==> config.mk <==
export PLATFORM = sky130hd
export DESIGN_NAME = lidar_jump_distance_segmenter_unit
export DESIGN_NICKNAME = d
export VERILOG_FILES = /design/src/sv/ljds_pkg.sv /design/src/sv/ljds_front.sv /design/src/sv/ljds_back.sv /design/src/sv/lidar_jump_distance_segmenter_unit.sv
export SDC_FILE = /design/constraint.sdc
export NUM_CORES = 2
export LEC_CHECK = 0
export BUFFER_PORTS_ARGS = -buffer_cell sky130_fd_sc_hd__clkbuf_2
export CORE_MARGIN = 4
export CORE_UTILIZATION = 60
export CTS_CLUSTER_DIAMETER = 60
export DETAILED_ROUTE_END_ITERATION = 10
export PLACE_DENSITY = 0.73
export SKIP_LAST_GASP = 1
export SLEW_MARGIN = 30
export SYNTH_ARGS = -nofsm -noshare
export SYNTH_HDL_FRONTEND = slang
export SYNTH_HIERARCHICAL = 1
export SYNTH_SLANG_ARGS = --single-unit
==> constraint.sdc <==
create_clock -name clk_i -period 22.7 [get_ports clk_i]
set_input_delay 2.27 -clock clk_i [delete_from_list [all_inputs] [get_ports clk_i]]
set_output_delay 2.27 -clock clk_i [all_outputs]
set_load 0.02 [all_outputs]
==> src/sv/ljds_pkg.sv <==
// ----------------------------------------------------------------------------
// ljds_pkg: shared types and constants of the jump distance segmenter
// Register indexes, reset values, datapath widths and the beat layouts
// exchanged between the front queue, the back sequencer and the top level.
// ----------------------------------------------------------------------------
`default_nettype none

package ljds_pkg;

  localparam int MAX_SEGMENTS_DEF = 1024;
  localparam int COORD_WIDTH_DEF  = 24;

  // configuration register indexes
  typedef enum logic [2:0] {
    CFG_THRESHOLD_MODE = 3'd0,
    CFG_JUMP_THRESHOLD = 3'd1,
    CFG_NOISE_OFFSET   = 3'd2,
    CFG_CHORD_COEFF    = 3'd3,
    CFG_SANTOS_SCALE   = 3'd4
  } cfg_idx_e;

  typedef enum logic [1:0] {
    MODE_FIXED     = 2'd0,
    MODE_LEE       = 2'd1,
    MODE_DIETMAYER = 2'd2,
    MODE_SANTOS    = 2'd3
  } thr_mode_e;

  localparam int CFG_ADDR_W = 3;
  localparam int CFG_DATA_W = 24;

  localparam logic [23:0] JUMP_THRESHOLD_RST = 24'd4096;
  localparam logic [19:0] SANTOS_SCALE_RST   = 20'd65536;

  // arithmetic widths: squares, roots, shift-add multiplier operands
  localparam int SQ_W      = 64;
  localparam int ROOT_W    = 32;
  localparam int MUL_A_W   = 40;
  localparam int MUL_B_W   = 34;
  localparam int PROD_W    = 74;
  localparam int FRAC_W    = 16;
  localparam int LEE_SHIFT = 12;

  localparam int SEG_IDX_W = 10;
  localparam int SEG_CNT_W = 11;
  localparam int OUT_DATA_W = 24;

  // per item flags classified by the front
  typedef struct packed {
    logic valid;
    logic last;
  } item_flags_t;

  // result data, lowest field in the lowest bits
  typedef struct packed {
    logic [SEG_CNT_W-1:0] segment_count;
    logic                 wrap_merged;
    logic                 point_dropped;
    logic                 starts_segment;
    logic [SEG_IDX_W-1:0] segment_index;
  } res_data_t;

  typedef enum logic {
    KIND_LABEL   = 1'b0,
    KIND_SUMMARY = 1'b1
  } res_kind_e;

  typedef struct packed {
    res_kind_e kind;
    logic      last;
    res_data_t data;
  } out_beat_t;

endpackage

`default_nettype wire

==> src/sv/ljds_front.sv <==
// ----------------------------------------------------------------------------
// ljds_front: input acceptance and item queue
// Accepts point beats, splits them into coordinates and flags and holds
// them in a two entry queue that the back sequencer drains.
// ----------------------------------------------------------------------------
`default_nettype none

module ljds_front #(
  parameter int COORD_WIDTH = 24,
  localparam int IN_DATA_W = ((2 * COORD_WIDTH + 7) / 8) * 8
) (
  input  wire logic                   clk_i,
  input  wire logic                   rst_ni,
  input  wire logic                   s_axis_tvalid,
  output      logic                   s_axis_tready,
  input  wire logic [IN_DATA_W-1:0]   s_axis_tdata,
  input  wire logic                   s_axis_tuser,
  input  wire logic                   s_axis_tlast,
  output      logic                   item_avail_o,
  input  wire logic                   item_pop_i,
  output      logic [COORD_WIDTH-1:0] item_x_o,
  output      logic [COORD_WIDTH-1:0] item_y_o,
  output      ljds_pkg::item_flags_t  item_flags_o
);
  import ljds_pkg::*;

  logic [COORD_WIDTH-1:0] x_mem [2];
  logic [COORD_WIDTH-1:0] y_mem [2];
  item_flags_t            f_mem [2];
  logic                   wr_ptr_q, wr_ptr_d;
  logic                   rd_ptr_q, rd_ptr_d;
  logic [1:0]             count_q, count_d;
  logic                   push;

  assign s_axis_tready = (count_q != 2'd2);
  assign push          = s_axis_tvalid && s_axis_tready;
  assign item_avail_o  = (count_q != 2'd0);

  always_comb begin
    wr_ptr_d = push ? ~wr_ptr_q : wr_ptr_q;
    rd_ptr_d = item_pop_i ? ~rd_ptr_q : rd_ptr_q;
    count_d  = count_q;
    if (push && !item_pop_i) begin
      count_d = count_q + 2'd1;
    end else if (!push && item_pop_i) begin
      count_d = count_q - 2'd1;
    end
  end

  always_ff @(posedge clk_i or negedge rst_ni) begin
    if (!rst_ni) begin
      wr_ptr_q <= 1'b0;
      rd_ptr_q <= 1'b0;
      count_q  <= 2'd0;
    end else begin
      wr_ptr_q <= wr_ptr_d;
      rd_ptr_q <= rd_ptr_d;
      count_q  <= count_d;
    end
  end

  always_ff @(posedge clk_i) begin
    if (push) begin
      x_mem[wr_ptr_q] <= s_axis_tdata[COORD_WIDTH-1:0];
      y_mem[wr_ptr_q] <= s_axis_tdata[2*COORD_WIDTH-1:COORD_WIDTH];
      f_mem[wr_ptr_q] <= '{valid: s_axis_tuser, last: s_axis_tlast};
    end
  end

  assign item_x_o     = x_mem[rd_ptr_q];
  assign item_y_o     = y_mem[rd_ptr_q];
  assign item_flags_o = f_mem[rd_ptr_q];

endmodule

`default_nettype wire

==> src/sv/ljds_back.sv <==
// ----------------------------------------------------------------------------
// ljds_back: segmentation sequencer
// Pulls items from the queue, measures ranges and jump distances with a
// bit-serial square root and a shift-add multiplier, labels points, emits
// the end of scan summary and keeps the configuration registers.
// ----------------------------------------------------------------------------
`default_nettype none

module ljds_back #(
  parameter int MAX_SEGMENTS = 1024,
  parameter int COORD_WIDTH  = 24
) (
  input  wire logic                        clk_i,
  input  wire logic                        rst_ni,
  input  wire logic                        cfg_we_i,
  input  wire logic [ljds_pkg::CFG_ADDR_W-1:0] cfg_addr_i,
  input  wire logic [ljds_pkg::CFG_DATA_W-1:0] cfg_wdata_i,
  input  wire logic                        item_avail_i,
  output      logic                        item_pop_o,
  input  wire logic [COORD_WIDTH-1:0]      item_x_i,
  input  wire logic [COORD_WIDTH-1:0]      item_y_i,
  input  wire ljds_pkg::item_flags_t       item_flags_i,
  output      logic                        out_valid_o,
  input  wire logic                        out_ready_i,
  output      ljds_pkg::out_beat_t         out_beat_o
);
  import ljds_pkg::*;

  localparam int CNT_W = $clog2(MAX_SEGMENTS + 1);
  localparam int DW    = (COORD_WIDTH + 1 > 32) ? 32 : COORD_WIDTH + 1;
  localparam logic [CNT_W-1:0] CNT_MAX = CNT_W'(MAX_SEGMENTS);
  localparam logic [SQ_W-1:0]  DIFF_SAT = SQ_W'(64'h8000_0000);

  typedef enum logic [12:0] {
    S_IDLE    = 13'b0000000000001,
    S_RSQX    = 13'b0000000000010,
    S_RSQY    = 13'b0000000000100,
    S_SQRT    = 13'b0000000001000,
    S_DIFF    = 13'b0000000010000,
    S_DSQX    = 13'b0000000100000,
    S_DSQY    = 13'b0000001000000,
    S_DECIDE  = 13'b0000010000000,
    S_MUL     = 13'b0000100000000,
    S_MULDONE = 13'b0001000000000,
    S_APPLY   = 13'b0010000000000,
    S_SUMCHK  = 13'b0100000000000,
    S_SUMOUT  = 13'b1000000000000
  } state_e;

  typedef enum logic [2:0] {
    MT_LEE  = 3'd0,
    MT_DIET = 3'd1,
    MT_S1   = 3'd2,
    MT_S2   = 3'd3,
    MT_S3   = 3'd4,
    MT_S4   = 3'd5
  } mul_tag_e;

  state_e    state_q, state_d;
  mul_tag_e  tag_q, tag_d;

  // configuration
  thr_mode_e   mode_q;
  logic [23:0] jthr_q;
  logic [23:0] noise_q;
  logic [17:0] chord_q;
  logic [19:0] scale_q;

  // scan state
  logic [COORD_WIDTH-1:0] prev_x_q, prev_x_d, prev_y_q, prev_y_d;
  logic [COORD_WIDTH-1:0] first_x_q, first_x_d, first_y_q, first_y_d;
  logic [ROOT_W-1:0]      prev_r_q, prev_r_d, first_r_q, first_r_d;
  logic                   prev_pres_q, prev_pres_d, first_pres_q, first_pres_d;
  logic [CNT_W-1:0]       cnt_q, cnt_d;

  // work registers
  logic [COORD_WIDTH-1:0] it_x_q, it_x_d, it_y_q, it_y_d;
  item_flags_t            it_f_q, it_f_d;
  logic                   sum_q, sum_d;
  logic                   jump_q, jump_d;
  logic                   sqrt_dist_q, sqrt_dist_d;
  logic [ROOT_W-1:0]      r_new_q, r_new_d, dist_q, dist_d;
  logic [DW-1:0]          dx_q, dx_d, dy_q, dy_d;
  logic [SQ_W-1:0]        sq_q, sq_d, rem_q, rem_d, root_q, root_d, bit_q, bit_d;
  logic [PROD_W-1:0]      ma_q, ma_d, acc_q, acc_d, p1_q, p1_d;
  logic [MUL_B_W-1:0]     mb_q, mb_d;
  logic [MUL_A_W-1:0]     b_q, b_d;

  logic                   out_valid_q, out_valid_d;
  out_beat_t              out_q, out_d;

  // combinational helpers
  logic [COORD_WIDTH-1:0] p2x, p2y, mx, my;
  logic [ROOT_W-1:0]      r1, r2, minr, rdiff;
  logic [ROOT_W:0]        rsum;
  logic [ROOT_W+LEE_SHIFT-1:0] lee_n;
  logic [COORD_WIDTH:0]   dfx, dfy, dmx, dmy;
  logic [SQ_W-1:0]        dmx_ext, dmy_ext, dsx, dsy;
  logic [31:0]            sq_op;
  logic [SQ_W-1:0]        sq_prod, trial;
  logic                   slot_free;
  logic                   mul_go;
  logic [MUL_A_W-1:0]     mul_a;
  logic [MUL_B_W-1:0]     mul_b;
  logic [CNT_W-1:0]       cnt_new;
  state_e                 eval_next;

  assign p2x  = sum_q ? first_x_q : it_x_q;
  assign p2y  = sum_q ? first_y_q : it_y_q;
  assign r1   = prev_r_q;
  assign r2   = sum_q ? first_r_q : r_new_q;
  assign minr = (r1 < r2) ? r1 : r2;
  assign rdiff = (r1 > r2) ? (r1 - r2) : (r2 - r1);
  assign rsum = {1'b0, r1} + {1'b0, r2};
  assign lee_n = {rdiff, {LEE_SHIFT{1'b0}}};

  assign mx = it_x_q[COORD_WIDTH-1] ? (~it_x_q + 1'b1) : it_x_q;
  assign my = it_y_q[COORD_WIDTH-1] ? (~it_y_q + 1'b1) : it_y_q;

  assign dfx = {p2x[COORD_WIDTH-1], p2x} - {prev_x_q[COORD_WIDTH-1], prev_x_q};
  assign dfy = {p2y[COORD_WIDTH-1], p2y} - {prev_y_q[COORD_WIDTH-1], prev_y_q};
  assign dmx = dfx[COORD_WIDTH] ? (~dfx + 1'b1) : dfx;
  assign dmy = dfy[COORD_WIDTH] ? (~dfy + 1'b1) : dfy;
  assign dmx_ext = SQ_W'(dmx);
  assign dmy_ext = SQ_W'(dmy);
  // clamp differences at 2^31
  assign dsx = (dmx_ext > DIFF_SAT) ? DIFF_SAT : dmx_ext;
  assign dsy = (dmy_ext > DIFF_SAT) ? DIFF_SAT : dmy_ext;

  always_comb begin
    unique case (state_q)
      S_RSQX:  sq_op = 32'(mx);
      S_RSQY:  sq_op = 32'(my);
      S_DSQX:  sq_op = 32'(dx_q);
      default: sq_op = 32'(dy_q);
    endcase
  end
  assign sq_prod = SQ_W'(sq_op) * SQ_W'(sq_op);
  assign trial   = root_q + bit_q;

  assign slot_free = !out_valid_q || out_ready_i;
  assign eval_next = sum_q ? S_SUMOUT : S_APPLY;
  assign cnt_new   = (it_f_q.valid && jump_q && (cnt_q < CNT_MAX)) ? (cnt_q + 1'b1) : cnt_q;

  always_comb begin
    state_d      = state_q;
    tag_d        = tag_q;
    prev_x_d     = prev_x_q;
    prev_y_d     = prev_y_q;
    first_x_d    = first_x_q;
    first_y_d    = first_y_q;
    prev_r_d     = prev_r_q;
    first_r_d    = first_r_q;
    prev_pres_d  = prev_pres_q;
    first_pres_d = first_pres_q;
    cnt_d        = cnt_q;
    it_x_d       = it_x_q;
    it_y_d       = it_y_q;
    it_f_d       = it_f_q;
    sum_d        = sum_q;
    jump_d       = jump_q;
    sqrt_dist_d  = sqrt_dist_q;
    r_new_d      = r_new_q;
    dist_d       = dist_q;
    dx_d         = dx_q;
    dy_d         = dy_q;
    sq_d         = sq_q;
    rem_d        = rem_q;
    root_d       = root_q;
    bit_d        = bit_q;
    ma_d         = ma_q;
    mb_d         = mb_q;
    acc_d        = acc_q;
    p1_d         = p1_q;
    b_d          = b_q;
    out_d        = out_q;
    out_valid_d  = out_valid_q && !out_ready_i;
    item_pop_o   = 1'b0;
    mul_go       = 1'b0;
    mul_a        = '0;
    mul_b        = '0;

    unique case (state_q)
      S_IDLE: begin
        if (item_avail_i) begin
          item_pop_o = 1'b1;
          it_x_d     = item_x_i;
          it_y_d     = item_y_i;
          it_f_d     = item_flags_i;
          state_d    = item_flags_i.valid ? S_RSQX : S_APPLY;
        end
      end
      S_RSQX: begin
        sq_d    = sq_prod;
        state_d = S_RSQY;
      end
      S_RSQY: begin
        rem_d       = sq_q + sq_prod;
        root_d      = '0;
        bit_d       = SQ_W'(1) << (SQ_W - 2);
        sqrt_dist_d = 1'b0;
        state_d     = S_SQRT;
      end
      S_SQRT: begin
        // one result bit per cycle
        if (rem_q >= trial) begin
          rem_d  = rem_q - trial;
          root_d = (root_q >> 1) + bit_q;
        end else begin
          root_d = root_q >> 1;
        end
        bit_d = bit_q >> 2;
        if (bit_q[0]) begin
          if (sqrt_dist_q) begin
            dist_d  = root_d[ROOT_W-1:0];
            state_d = S_DECIDE;
          end else begin
            r_new_d = root_d[ROOT_W-1:0];
            if (!prev_pres_q) begin
              jump_d  = 1'b1;
              state_d = S_APPLY;
            end else begin
              state_d = S_DIFF;
            end
          end
        end
      end
      S_DIFF: begin
        dx_d    = dsx[DW-1:0];
        dy_d    = dsy[DW-1:0];
        state_d = S_DSQX;
      end
      S_DSQX: begin
        sq_d    = sq_prod;
        state_d = S_DSQY;
      end
      S_DSQY: begin
        rem_d       = sq_q + sq_prod;
        root_d      = '0;
        bit_d       = SQ_W'(1) << (SQ_W - 2);
        sqrt_dist_d = 1'b1;
        state_d     = S_SQRT;
      end
      S_DECIDE: begin
        unique case (mode_q)
          MODE_FIXED: begin
            jump_d  = (dist_q > ROOT_W'(jthr_q));
            state_d = eval_next;
          end
          MODE_LEE: begin
            if (rsum == '0) begin
              jump_d  = (dist_q != '0);
              state_d = eval_next;
            end else begin
              mul_go  = 1'b1;
              mul_a   = MUL_A_W'(rsum);
              mul_b   = MUL_B_W'(dist_q);
              tag_d   = MT_LEE;
              state_d = S_MUL;
            end
          end
          MODE_DIETMAYER: begin
            mul_go  = 1'b1;
            mul_a   = MUL_A_W'(minr);
            mul_b   = MUL_B_W'(chord_q);
            tag_d   = MT_DIET;
            state_d = S_MUL;
          end
          default: begin
            // no horizontal step, or inside the noise band: never a jump
            if (dx_q == '0 || dist_q <= ROOT_W'(noise_q)) begin
              jump_d  = 1'b0;
              state_d = eval_next;
            end else begin
              mul_go  = 1'b1;
              mul_a   = MUL_A_W'(minr);
              mul_b   = MUL_B_W'(chord_q);
              tag_d   = MT_S1;
              state_d = S_MUL;
            end
          end
        endcase
      end
      S_MUL: begin
        if (mb_q == '0) begin
          state_d = S_MULDONE;
        end else begin
          if (mb_q[0]) begin
            acc_d = acc_q + ma_q;
          end
          ma_d = ma_q << 1;
          mb_d = mb_q >> 1;
        end
      end
      S_MULDONE: begin
        unique case (tag_q)
          MT_LEE: begin
            jump_d  = (acc_q > PROD_W'(lee_n));
            state_d = eval_next;
          end
          MT_DIET: begin
            jump_d  = (PROD_W'(dist_q) > (PROD_W'(noise_q) + (acc_q >> FRAC_W)));
            state_d = eval_next;
          end
          MT_S1: begin
            mul_go  = 1'b1;
            mul_a   = MUL_A_W'(acc_q >> FRAC_W);
            mul_b   = MUL_B_W'(scale_q);
            tag_d   = MT_S2;
            state_d = S_MUL;
          end
          MT_S2: begin
            b_d     = MUL_A_W'(acc_q >> FRAC_W);
            mul_go  = 1'b1;
            mul_a   = MUL_A_W'(dist_q - ROOT_W'(noise_q));
            mul_b   = MUL_B_W'(dx_q);
            tag_d   = MT_S3;
            state_d = S_MUL;
          end
          MT_S3: begin
            p1_d    = acc_q;
            mul_go  = 1'b1;
            mul_a   = b_q;
            mul_b   = MUL_B_W'(dy_q);
            tag_d   = MT_S4;
            state_d = S_MUL;
          end
          default: begin
            jump_d  = (p1_q > acc_q);
            state_d = eval_next;
          end
        endcase
      end
      S_APPLY: begin
        if (slot_free) begin
          out_valid_d = 1'b1;
          out_d.kind  = KIND_LABEL;
          out_d.last  = !it_f_q.last;
          out_d.data  = '0;
          out_d.data.point_dropped = !it_f_q.valid;
          if (it_f_q.valid) begin
            out_d.data.starts_segment = jump_q;
            out_d.data.segment_index  = SEG_IDX_W'(cnt_new - 1'b1);
            cnt_d       = cnt_new;
            prev_x_d    = it_x_q;
            prev_y_d    = it_y_q;
            prev_r_d    = r_new_q;
            prev_pres_d = 1'b1;
            if (!first_pres_q) begin
              first_x_d    = it_x_q;
              first_y_d    = it_y_q;
              first_r_d    = r_new_q;
              first_pres_d = 1'b1;
            end
          end
          state_d = it_f_q.last ? S_SUMCHK : S_IDLE;
        end
      end
      S_SUMCHK: begin
        if (cnt_q >= CNT_W'(2) && prev_pres_q && first_pres_q) begin
          sum_d   = 1'b1;
          state_d = S_DIFF;
        end else begin
          jump_d  = 1'b1;
          state_d = S_SUMOUT;
        end
      end
      S_SUMOUT: begin
        if (slot_free) begin
          out_valid_d = 1'b1;
          out_d.kind  = KIND_SUMMARY;
          out_d.last  = 1'b1;
          out_d.data  = '0;
          out_d.data.wrap_merged   = !jump_q;
          out_d.data.segment_count = jump_q ? SEG_CNT_W'(cnt_q)
                                            : SEG_CNT_W'(cnt_q - 1'b1);
          // back to an empty scan
          cnt_d        = '0;
          prev_x_d     = '0;
          prev_y_d     = '0;
          first_x_d    = '0;
          first_y_d    = '0;
          prev_pres_d  = 1'b0;
          first_pres_d = 1'b0;
          sum_d        = 1'b0;
          state_d      = S_IDLE;
        end
      end
      default: state_d = S_IDLE;
    endcase

    if (mul_go) begin
      ma_d  = PROD_W'(mul_a);
      mb_d  = mul_b;
      acc_d = '0;
    end
  end

  always_ff @(posedge clk_i or negedge rst_ni) begin
    if (!rst_ni) begin
      state_q      <= S_IDLE;
      tag_q        <= MT_LEE;
      mode_q       <= MODE_FIXED;
      jthr_q       <= JUMP_THRESHOLD_RST;
      noise_q      <= '0;
      chord_q      <= '0;
      scale_q      <= SANTOS_SCALE_RST;
      prev_x_q     <= '0;
      prev_y_q     <= '0;
      first_x_q    <= '0;
      first_y_q    <= '0;
      prev_r_q     <= '0;
      first_r_q    <= '0;
      prev_pres_q  <= 1'b0;
      first_pres_q <= 1'b0;
      cnt_q        <= '0;
      sum_q        <= 1'b0;
      sqrt_dist_q  <= 1'b0;
      out_valid_q  <= 1'b0;
    end else begin
      state_q      <= state_d;
      tag_q        <= tag_d;
      prev_x_q     <= prev_x_d;
      prev_y_q     <= prev_y_d;
      first_x_q    <= first_x_d;
      first_y_q    <= first_y_d;
      prev_r_q     <= prev_r_d;
      first_r_q    <= first_r_d;
      prev_pres_q  <= prev_pres_d;
      first_pres_q <= first_pres_d;
      cnt_q        <= cnt_d;
      sum_q        <= sum_d;
      sqrt_dist_q  <= sqrt_dist_d;
      out_valid_q  <= out_valid_d;
      if (cfg_we_i) begin
        case (cfg_addr_i)
          CFG_THRESHOLD_MODE: mode_q  <= thr_mode_e'(cfg_wdata_i[1:0]);
          CFG_JUMP_THRESHOLD: jthr_q  <= cfg_wdata_i[23:0];
          CFG_NOISE_OFFSET:   noise_q <= cfg_wdata_i[23:0];
          CFG_CHORD_COEFF:    chord_q <= cfg_wdata_i[17:0];
          CFG_SANTOS_SCALE:   scale_q <= cfg_wdata_i[19:0];
          default: ;
        endcase
      end
    end
  end

  always_ff @(posedge clk_i) begin
    it_x_q  <= it_x_d;
    it_y_q  <= it_y_d;
    it_f_q  <= it_f_d;
    jump_q  <= jump_d;
    r_new_q <= r_new_d;
    dist_q  <= dist_d;
    dx_q    <= dx_d;
    dy_q    <= dy_d;
    sq_q    <= sq_d;
    rem_q   <= rem_d;
    root_q  <= root_d;
    bit_q   <= bit_d;
    ma_q    <= ma_d;
    mb_q    <= mb_d;
    acc_q   <= acc_d;
    p1_q    <= p1_d;
    b_q     <= b_d;
    out_q   <= out_d;
  end

  assign out_valid_o = out_valid_q;
  assign out_beat_o  = out_q;

endmodule

`default_nettype wire

==> src/sv/lidar_jump_distance_segmenter_unit.sv <==
// ----------------------------------------------------------------------------
// lidar_jump_distance_segmenter_unit: jump distance segmentation of a scan
// Labels radially ordered scan points with segment indexes and closes each
// scan with a summary that reports the wrap merge and the segment count.
// ----------------------------------------------------------------------------
// Usage:
//   Points enter on the s_axis channel, one point per beat; tlast marks the
//   final point of a scan. Each point gives one label beat on m_axis; the
//   final point gives a label and then a summary beat, which carries tlast.
//   Registers are written through cfg_we_i / cfg_addr_i / cfg_wdata_i while
//   the block is idle; writes take effect on the next edge.
//   A two beat queue takes points while the back sequencer is busy.
//   Per point: a dropped point is popped and labelled. A valid point first
//   has its range worked out (pop, two squares, a 32 step square root at
//   one bit a cycle, label); with a previous point, the distance to it is
//   worked out the same way, plus in Lee mode one shift-add multiply unless
//   both ranges are zero, in Dietmayer mode one and in Santos mode up to
//   four. A scan end adds a check and the summary beat, and one more
//   distance evaluation when the scan holds two or more segments.
//   Points are handled one at a time.
//   While m_axis_tready is low the output beat holds and the sequencer waits;
//   the queue fills and then s_axis_tready drops.
//   Reset clears the scan state and loads the register defaults.
// ----------------------------------------------------------------------------
`default_nettype none

module lidar_jump_distance_segmenter_unit #(
  parameter int MAX_SEGMENTS = ljds_pkg::MAX_SEGMENTS_DEF,
  parameter int COORD_WIDTH  = ljds_pkg::COORD_WIDTH_DEF,
  localparam int IN_DATA_W = ((2 * COORD_WIDTH + 7) / 8) * 8
) (
  input  wire logic                            clk_i,
  input  wire logic                            rst_ni,
  input  wire logic                            cfg_we_i,
  input  wire logic [ljds_pkg::CFG_ADDR_W-1:0] cfg_addr_i,
  input  wire logic [ljds_pkg::CFG_DATA_W-1:0] cfg_wdata_i,
  input  wire logic                            s_axis_tvalid,
  output      logic                            s_axis_tready,
  // point_x, point_y
  input  wire logic [IN_DATA_W-1:0]            s_axis_tdata,
  // point_valid
  input  wire logic                            s_axis_tuser,
  input  wire logic                            s_axis_tlast,
  output      logic                            m_axis_tvalid,
  input  wire logic                            m_axis_tready,
  // segment_index, starts_segment, point_dropped, wrap_merged, segment_count
  output      logic [ljds_pkg::OUT_DATA_W-1:0] m_axis_tdata,
  // result_kind
  output      logic                            m_axis_tuser,
  output      logic                            m_axis_tlast
);
  import ljds_pkg::*;

  logic                   item_avail, item_pop;
  logic [COORD_WIDTH-1:0] item_x, item_y;
  item_flags_t            item_flags;
  out_beat_t              beat;

  ljds_front #(
    .COORD_WIDTH(COORD_WIDTH)
  ) u_front (
    .clk_i        (clk_i),
    .rst_ni       (rst_ni),
    .s_axis_tvalid(s_axis_tvalid),
    .s_axis_tready(s_axis_tready),
    .s_axis_tdata (s_axis_tdata),
    .s_axis_tuser (s_axis_tuser),
    .s_axis_tlast (s_axis_tlast),
    .item_avail_o (item_avail),
    .item_pop_i   (item_pop),
    .item_x_o     (item_x),
    .item_y_o     (item_y),
    .item_flags_o (item_flags)
  );

  ljds_back #(
    .MAX_SEGMENTS(MAX_SEGMENTS),
    .COORD_WIDTH (COORD_WIDTH)
  ) u_back (
    .clk_i       (clk_i),
    .rst_ni      (rst_ni),
    .cfg_we_i    (cfg_we_i),
    .cfg_addr_i  (cfg_addr_i),
    .cfg_wdata_i (cfg_wdata_i),
    .item_avail_i(item_avail),
    .item_pop_o  (item_pop),
    .item_x_i    (item_x),
    .item_y_i    (item_y),
    .item_flags_i(item_flags),
    .out_valid_o (m_axis_tvalid),
    .out_ready_i (m_axis_tready),
    .out_beat_o  (beat)
  );

  assign m_axis_tdata = beat.data;
  assign m_axis_tuser = beat.kind;
  assign m_axis_tlast = beat.last;

endmodule

`default_nettype wire

==> results.json <==
{
  "drt_wl_total_microns": 284000,
  "crit_end": "u_back/rem_q[51]$_DFFE_PP_",
  "tightest_slew_ns": 1.048,
  "ys.flop_type": "edfxtp_1",
  "status": "finished, final reports clean",
  "grt_pass1_vias": 74240,
  "drive_gt1_frac": 0.07582,
  "setup_violations": 0,
  "required_ns": 23.19,
  "ant_nets": 0,
  "worstSetupPathType": "flop to flop",
  "synthesis.nets": 11210,
  "fin_crit_ns": 14.70,
  "cts_buffer_depth": 3,
  "synthCells": 9834,
  "clk_latency_ns": 0.81,
  "syn-cell-area_sq_um": 91400,
  "hpwl_microns": 221600,
  "ys_ff_latch": 1080,
  "rsz0062_at_grt": "no",
  "grt_max_degree": 146,
  "core_area_sq_um": 150700,
  "avgViaCountPerCell": 6.273,
  "wl_per_cell_microns": 23.75,
  "min_period_over_period": 0.6476,
  "synth_top_cells_by_area": "edfxtp_1 (23%), ha_1 (11%), fa_1 (11%)",
  "die_w_microns": 398.3,
  "cts_sinks": 1080,
  "max_slew_margin": 0.2941,
  "cts_resized": 0,
  "setup_tns_ns": 0,
  "synthTopCellsByCount": "inv_1 (1057), nand2_1 (1015), ha_1 (810), nor2_1 (789), a21oi_1 (727)",
  "cts_root_buf": "clkbuf_16",
  "slowest_stage": "or4b_2",
  "worstSetupEndpointType": "flop",
  "max_stage_delay_ns": 0.83,
  "crit_path_frequent_cell": "fa_1",
  "finalNetCount": 11200,
  "hold_violations": 0,
  "route.vias.total": 75030,
  "synth_edf_count": 689,
  "grt_overflow_total": 0,
  "synthArstFlopShare": 0.2620,
  "worstHoldPathType": "flop to flop",
  "die_h_microns": 398.3,
  "cp.arrival_ns": 15.19,
  "die-area_sq_um": 158600,
  "syn_to_final_growth_pct": 8.218,
  "final_core_util": 0.6565,
  "drt_pass1_iterations": 6,
  "cts_buffers": 132,
  "port_buffers": 109,
  "yosysMostFrequentCell": "inv_1",
  "grt_usage": 0.3558,
  "fmax_mhz": 68.03,
  "io_pins": 110,
  "fillers": 12380,
  "initial_utilization": 0.6066,
  "fin_worst_skew_ns": 0.06369,
  "synth_area_leader_cell": "edfxtp_1",
  "r2r_slack_ns": 8.00,
  "startpoint": "u_back/state_q[7]$_DFFE_PN0P_",
  "avgSynthCellArea_sq_um": 9.294,
  "worstPathMaxFanout": 64,
  "yosysWarnings": 6,
  "antenna_found_initial": 17,
  "fp-row-count": 142,
  "yosysTopAreaCellShare": 0.2264,
  "synth_cell_types": 99,
  "rr_worst_depth": 50,
  "clk_pin_slew_ns": 0.06,
  "report.final.slew_viol_count": 0,
  "r2r-end": "u_back/rem_q[51]$_DFFE_PP_",
  "holdBufCountCts": 0,
  "synth_seq_area_share": 0.3276,
  "grt_pass1_wl_microns": 434700,
  "gp_congestion": 1.025,
  "first_iter_violations": 7429,
  "cts_tree": "done",
  "rr_startpoint": "u_back/state_q[7]$_DFFE_PN0P_",
  "htree_levels": 4,
  "critPathLaunchType": "flop",
  "drcViolationCount": 0,
  "cts_setup_buffers": 0,
  "cap_violations": 0
}
[final cells by class]
| class | count | area (sq um) | area share |
|---|---|---|---|
| clock buffer | 173 | 3675 | 0.03715 |
| tap | 2016 | 2522 | 0.02550 |
| multi-input combinational | 7332 | 56280 | 0.5690 |
| timing repair buffer | 205 | 1358 | 0.01373 |
| inverter | 1071 | 4020 | 0.04064 |
| clock inverter | 71 | 1080 | 0.01092 |
| sequential | 1080 | 29950 | 0.3028 |
| antenna | 12 | 30.03 | 0.0003036 |
[per-stage QoR]
step / hold WS, ns / instance area (sq um) / instances / setup WS, ns
floorplan: 0.4323 / 91400 / 9834 / 9.471
global placement: 0.4555 / 94010 / 11700 / 8.354
detailed placement: 0.4529 / 94110 / 11700 / 8.231
CTS: 0.4521 / 98870 / 11950 / 8.166
global route: 0.4824 / 98910 / 11960 / 7.249
finish: 0.4572 / 98910 / 11960 / 8.000
[logic make-up (layout without fill, tap and decap cells)]
kind of cell	Yosys count	count (layout)	synth area share
mux	289	289	0.03655
buf+inv	1422	1520	0.05976
flops	1080	1080	0.3276
xor+xnor	598	598	0.05730
fa+ha+maj	1293	1293	0.2167
compound gates	2365	2365	0.1621
other cells	0	12	0
simple gates	2787	2787	0.1401
[worst min path at each step]
stage	from	end	slack [ns]	cells after the start
finish	u_back/ma_q[60]$_SDFFE_PP0P_	u_back/ma_q[61]$_SDFFE_PP0P_	0.46	2
global route	u_back/acc_q[12]$_SDFFE_PP0P_	u_back/p1_q[12]$_DFFE_PP_	0.48	0
CTS	u_back/ma_q[60]$_SDFFE_PP0P_	u_back/ma_q[61]$_SDFFE_PP0P_	0.45	2
detailed placement	u_back/acc_q[12]$_SDFFE_PP0P_	u_back/p1_q[12]$_DFFE_PP_	0.45	0
global placement	u_back/first_y_q[12]$_DFFE_PN0P_	u_back/first_y_q[12]$_DFFE_PN0P_	0.46	2
floorplan	u_back/acc_q[62]$_SDFFE_PP0P_	u_back/p1_q[62]$_DFFE_PP_	0.43	0
[worst max-delay path: cells and delay by family, from the launching register on]
family	cells	cell delay, ns
xor+xnor	2	0.27
simple gates	12	2.80
fa+ha+maj	9	4.16
flops	1	0.46
buf+inv	7	1.46
compound gates	20	5.20
[state kept, by name, summed over array words and instances (netlist names), 40 cells and up]
name	flops
u_back/acc_q	74
u_back/b_q	40
u_back/ma_q	74
u_back/p1_q	74
u_back/rem_q	64
u_back/root_q	64
u_back/sq_q	52
u_front/x_mem	48
u_front/y_mem	48
[per-layer routing]
metal  wire [microns]  global-route usage
met5                0                   0
met1           107200              0.4345
met4            22160              0.2388
met3            23450             0.06735
met2           131200              0.5753
[layout by cell type (no fill, tap or decap), drive strengths merged, types with 63 or more instances in the layout]
cell type     n
inv        1072
edfxtp      689
a21oi       727
nor2b       106
nor3        137
nand2      1015
clkbuf      281
o21a         67
nand3       111
ha          810
a21o        239
dfrtp       280
nor2        790
and2        106
dfxtp       108
nor4         75
xor2        270
o21bai       95
mux2i        78
o21ai       593
fa          483
nand4       117
nand2b       98
a31oi       114
buf          97
xnor2       328
mux2        211
and3         63
Power is left out: the tool's default activity adds up to more than one toggle a clock period on the data nets, which glitch-free logic cannot reach.
